**src/rtl/core/iscl_pkg.sv**
```systemverilog
// shared types and constants for the sigma clipping limit finder
`default_nettype none
package iscl_pkg;

  localparam logic [30:0] ONE_Q16 = 31'd65536;

  typedef enum logic [1:0] {
    REG_SIGMA,
    REG_REMOVE,
    REG_TRIM,
    REG_MIN_STD
  } reg_idx_e;

  typedef enum logic {
    OP_DIV,
    OP_SQRT
  } unit_op_e;

  typedef struct packed {
    logic     start;
    unit_op_e op;
  } unit_req_t;

  typedef struct packed {
    logic done;
    logic rem_nz;
  } unit_rsp_t;

  typedef enum logic [3:0] {
    S_LOAD,
    S_SUM,
    S_MEAN,
    S_MEAN_W,
    S_SQ,
    S_VAR,
    S_VAR_W,
    S_SQRT_W,
    S_KD,
    S_LIM1,
    S_LIM2,
    S_CLEAN,
    S_OUT
  } state_e;

endpackage
`default_nettype wire

```
**src/rtl/core/iscl_unit.sv**
```systemverilog
// shared bit serial divider and square root unit
`default_nettype none
module iscl_unit import iscl_pkg::*; #(
  parameter int unsigned OpW = 75,
  parameter int unsigned DvW = 11
) (
  input  wire logic           clk_i,
  input  wire logic           rst_ni,
  input  wire unit_req_t      req_i,
  input  wire logic [OpW-1:0] opa_i,
  input  wire logic [DvW-1:0] divisor_i,
  output unit_rsp_t           rsp_o,
  output logic      [OpW-1:0] quo_o
);

  localparam int unsigned RW   = (DvW + 1 > 36) ? DvW + 1 : 36;
  localparam int unsigned CntW = $clog2(OpW + 1);

  logic            busy_q, done_q;
  unit_op_e        op_q;
  logic [CntW-1:0] cnt_q;
  logic [OpW-1:0]  acc_q, quo_q;
  logic [RW-1:0]   rem_q, rem_sh, sub;
  logic [DvW-1:0]  dvs_q;
  logic [RW:0]     diff;
  logic            ge;

  always_comb begin
    if (op_q == OP_DIV) begin
      rem_sh = {rem_q[RW-2:0], acc_q[OpW-1]};
      sub    = RW'(dvs_q);
    end else begin
      rem_sh = {rem_q[RW-3:0], acc_q[OpW-1 -: 2]};
      sub    = {quo_q[RW-3:0], 2'b01};
    end
    diff = {1'b0, rem_sh} - {1'b0, sub};
    ge   = !diff[RW];
  end

  always_ff @(posedge clk_i or negedge rst_ni) begin
    if (!rst_ni) begin
      busy_q <= 1'b0;
      done_q <= 1'b0;
      op_q   <= OP_DIV;
      cnt_q  <= '0;
      acc_q  <= '0;
      quo_q  <= '0;
      rem_q  <= '0;
      dvs_q  <= '0;
    end else begin
      done_q <= 1'b0;
      if (req_i.start && !busy_q) begin
        busy_q <= 1'b1;
        op_q   <= req_i.op;
        rem_q  <= '0;
        quo_q  <= '0;
        dvs_q  <= divisor_i;
        if (req_i.op == OP_DIV) begin
          acc_q <= opa_i;
          cnt_q <= CntW'(OpW);
        end else begin
          acc_q <= {opa_i[63:0], {(OpW-64){1'b0}}};
          cnt_q <= CntW'(32);
        end
      end else if (busy_q) begin
        acc_q <= (op_q == OP_DIV) ? {acc_q[OpW-2:0], 1'b0} : {acc_q[OpW-3:0], 2'b00};
        rem_q <= ge ? diff[RW-1:0] : rem_sh;
        quo_q <= {quo_q[OpW-2:0], ge};
        cnt_q <= cnt_q - 1'b1;
        if (cnt_q == CntW'(1)) begin
          busy_q <= 1'b0;
          done_q <= 1'b1;
        end
      end
    end
  end

  assign rsp_o.done   = done_q;
  assign rsp_o.rem_nz = |rem_q;
  assign quo_o        = quo_q;

endmodule
`default_nettype wire

```
**config.mk**
```make
export PLATFORM = sky130hd
export DESIGN_NAME = iscl_unit
export DESIGN_NICKNAME = d
export VERILOG_FILES = /design/src/rtl/core/iscl_pkg.sv /design/src/rtl/core/iscl_unit.sv
export SDC_FILE = /design/constraint.sdc
export NUM_CORES = 1
export LEC_CHECK = 0
export BUFFER_PORTS_ARGS = -buffer_cell sky130_fd_sc_hd__buf_2
export CORE_ASPECT_RATIO = 1.5
export CORE_MARGIN = 1.5
export CORE_UTILIZATION = 59
export CTS_CLUSTER_DIAMETER = 30
export DETAILED_ROUTE_END_ITERATION = 16
export PLACE_DENSITY_LB_ADDON = 0.2
export SLEW_MARGIN = 20
export SYNTH_ARGS = -nofsm -noshare
export SYNTH_HDL_FRONTEND = slang
export SYNTH_SLANG_ARGS = --single-unit
```
**constraint.sdc**
```tcl
create_clock -name clk_i -period 4.66 [get_ports clk_i]
set_clock_uncertainty 0.1 [all_clocks]
set_input_delay 0 -clock clk_i [delete_from_list [all_inputs] [get_ports clk_i]]
set_output_delay 0 -clock clk_i [all_outputs]
set_load 0.05 [all_outputs]
```
# After elaboration in Yosys (flattened, before gate mapping)
# Index checks and enable logic that the tools add are counted.
# W data, S select, Z words.
[word_totals]
ram_bits = 0
ff_bits = 207
rom_bits = 0
out_inout_bits = 77
mem_count = 0
latchBits = 0
[op_classes]
n_lt_le_gt_ge = 0
mux = 20
n_div = 0
eq_ne = 1
n_addsub = 2
n_mul = 0
reduce_logical = 5
shifts = 0
n_bitwise = 0
[op_table]
columns = ["op", "count"]
rows = [
  ["$mux W75", 6],
  ["$mux W36", 5],
  ["$sub A36 B36 Y37", 1],
  ["$reduce_or A36 Y1", 1],
  ["$mux W7", 3],
  ["$eq A7 B1 Y1 const B", 1],
  ["$sub A7 B1 Y7 const B", 1],
  ["$mux W1", 6],
  ["$logic_not A1 Y1", 2],
  ["$reduce_bool A2 Y1", 1],
  ["$logic_and A1 B1 Y1", 1],
]

# Depth between registers and ports, before layout
[depth]
depth_word = 5
mapped_depth = 19

# Worst setup path before layout
# No wires, ideal clock.
[synth_path]
path_kind = "register to register"
start = "register op_q"
end = "register rem_q[22]"
synth_period_minus_slack_ns = 4.096
stages_incl_launch_ff = 18
t_required_ns = 4.436
path_buffers = 8
t_arrival_ns = 3.872
path_slack_ns = 0.564
path_cell_list = "dfrtp_1 clkbuf_1 buf_1 buf_2 buf_2 clkbuf_1 nand2_1 ha_1 buf_4 nand4_1 or3_1 a211oi_2 a211oi_2 a41oi_2 buf_6 buf_6 nor2_1 a211o_1"
[synth_between]
elab_chain_cells = 5
[synth_rtl]
columns = ["element", "line", "source"]
rows = [
  ["start: declaration", "iscl_unit.sv:20", "unit_op_e op_q;"],
  ["start signal: assignment", "iscl_unit.sv:54", "op_q <= req_i.op;"],
  ["$mux W36", "iscl_unit.sv:29", "if (op_q == OP_DIV) begin"],
  ["$sub A36 B36 Y37", "iscl_unit.sv:36", "diff = {1'b0, rem_sh} - {1'b0, sub};"],
  ["$mux W36 *", "iscl_unit.sv:67", "rem_q <= ge ? diff[RW-1:0] : rem_sh;"],
  ["$mux W36 *", "iscl_unit.sv:65", "end else if (busy_q) begin"],
  ["$mux W36 *", "iscl_unit.sv:52", "if (req_i.start && !busy_q) begin"],
  ["end signal: assignment", "iscl_unit.sv:67", ""],
  ["end: declaration", "iscl_unit.sv:23", "logic [RW-1:0] rem_q, rem_sh, sub;"],
]
# Mark *: on every way between the ends. The rest lies on a longest branch, timed or not. The select of a mux whose other input is x is not followed.
# A chain may end at the register's enable or synchronous reset.

# Worst setup path in the final report
[layout_path]
start = "register op_q"
end = "register rem_q[9]"
# Same word-level chain as after synthesis.

==> impl_metrics.tcl <==
set metrics [dict create \
    postCtsSetupBuffers 0 \
    setup_ws_ns 0.446 \
    dpl.cell_count 1636 \
    syn_area_sq_mm 0.0126 \
    fmax_mhz 237 \
    die_x_um 122 \
    period_needed_ns 4.21 \
    drv_slew 0 \
    avgSynthCellArea_sq_um 9.75 \
    nFillCells 1383 \
    grt_max_degree 122 \
    boundaryPins 167 \
    required_ns 4.92 \
    syn_inst 1291 \
    pre_cts_slack_ns 0.592 \
    hold_ws_ns 0.0453 \
    clk_pin_slew_ns 0.05 \
    async_flop_share_pct 100 \
    setup_violations 0 \
    reg2regPathDepth 13 \
    min_path_type "input port to async pin" \
    mostFrequentLayoutCell "dfrtp_1" \
    ant_nets 0 \
    cts_num_sinks 207 \
    die_h_um 182 \
    design.core.area_sq_mm 0.0210 \
    power_density_mw_per_mm2 947 \
    routed_wl_um 38700 \
    first_pass_iters 6 \
    ir_drop_mv 0.841 \
    finalWeightedCongestion 0.918 \
    htree_levels 2 \
    die_area_sq_mm 0.0222 \
    final_cells 1821 \
    drt-initial-drc-count 1251 \
    vias_per_cell 6.43 \
    crit_type "flop to flop" \
    max_slew_margin_pct 33.2 \
    setup.worst_path.end_class "flop" \
    clock_latency_ns 0.52 \
    final_cell_mix "dfrtp_1, buf_2, mux2i_1, a21oi_1, dlygate4sd3_1" \
    hold_viol 0 \
    rows 65 \
    clock-root-buffer "clkbuf_16" \
    cts_tree "built" \
    drive_gt1_share_pct 19.7 \
    yosys_warnings 0 \
    power_leakage_uw 0.00739 \
    antenna_found_initial 1 \
    arrival_ns 4.47 \
    ys_ff_latch 207 \
    rsz0062_at_grt "no" \
    syn-num-nets 1420 \
    vias 11706 \
    synth_edf_count 0 \
    grt_usage_pct 34.4 \
    tns_ns 0 \
    drc_errors 0 \
    maxCapViolations 0 \
    grt_pass1_wl_um 60400 \
    synth_top_flop_cell "dfrtp_1" \
    port_buffers 166 \
    grt_overflow_total 0 \
    cts_buffer_depth 3 \
    routedWlPerCell_um 21.3 \
    worst_slew_pin_slew_ns 1.00 \
    antennaDiodeCount 0 \
    cts_made_buffers 36 \
    synth_cell_types 62 \
    fin_crit_sh_pct 90.4 \
    first_global_vias 11626 \
    start_util_pct 60.0 \
    worstSetupStartpointType "flop" \
    dp_hpwl_um 22100 \
    nNetsFinal 1654 \
    crit_fanout 67 \
    ys_seq_area_share_pct 41.1 \
    status "complete, no violations" \
    area_growth_pct 26.7 \
]
-- stage by stage --
stage | total power (uW) | util (%) | area, sq um
3_5_place_dp | 12000 | 64.2 | 13500
2_1_floorplan | 10200 | - | 12600
6_report | 15100 | 76.0 | 15900
4_1_cts | 14900 | 75.9 | 15900
3_3_place_gp | 11800 | 64.2 | 13500
5_1_grt | 16100 | 76.0 | 15900
-- cells by family after synthesis --
family | after synthesis | synth area share (%)
mux | 201 | 16.4
buf+inv | 123 | 4.21
flops | 207 | 41.1
xor+xnor | 32 | 2.23
simple gates | 273 | 9.55
fa+ha+maj | 39 | 3.94
compound gates | 416 | 22.5
-- layer usage --
layer  global-route usage [%]  share of wire [%]  vias to the layer above
met5                        0              0.028                        -
li1                         -                  -                     5281
met4                     19.6                6.4                        2
met2                     57.9                 49                      566
met3                     8.42                7.4                      196
met1                     39.5                 37                     5661
-- power breakdown --
group | internal, uW | switching (uW)
combinational | 3680 | 5210
clock | 1770 | 965
sequential | 2630 | 851
total | 8070 | 7020
-- worst paths after layout --
kind                         startpoint   endpoint  slack [ns]
min                              rst_ni  acc_q[57]        0.05
max                                op_q   rem_q[9]        0.45
min in group clk_i         divisor_i[9]   dvs_q[9]        0.17
max reg2reg                        op_q   rem_q[9]        0.45
max in group asynchronous        rst_ni       op_q        3.18
min reg2reg                    cnt_q[6]     done_q        0.40
-- state kept, by name, summed over array words and instances, names as in the netlist --
register / cells
acc_q: 75
busy_q: 1
cnt_q: 7
done_q: 1
dvs_q: 11
op_q: 1
quo_o: 75
rem_q: 36
-- critical path, stage by stage (launching register included) --
cell,delay (ns)
dfrtp_4,0.96
buf_4,0.32
mux2i_1,0.40
ha_1,0.38
o211ai_1,0.12
a21oi_1,0.17
o21ai_1,0.16
a211oi_2,0.31
a211oi_2,0.11
a41oi_4,0.28
buf_12,0.29
and2b_1,0.21
a31oi_1,0.14
o21ai_1,0.07
-- synth_stat cells, types with 17 or more instances --
master    instances  share of area (%)
xor2_1           18                1.3
ha_1             38                3.8
o21ai_0          45                1.8
a21oi_1         129                5.1
clkbuf_1         72                2.1
inv_1            17               0.51
nor2_1          112                3.3
mux2i_1         155                 12
dfrtp_1         207                 41
a22o_1           85                5.9
a211oi_1         67                4.0
mux2_2           46                4.1
nand2_1          85                2.5
-- area by class of cell --
type | count | area, sq um | area share [%]
clock buffer | 43 | 988 | 6.20
clock inverter | 23 | 287 | 1.80
inverter | 18 | 68.8 | 0.432
multi-input combinational | 961 | 6900 | 43.3
sequential | 207 | 5190 | 32.5
tap | 268 | 335 | 2.10
timing repair buffer | 301 | 2180 | 13.7
-- repair_timing --
item	in CTS	in global routing
gates resized for setup	0	0
hold endpoints to repair	210	0
hold buffers	118	0
Power figures use the tool's default switching activity.
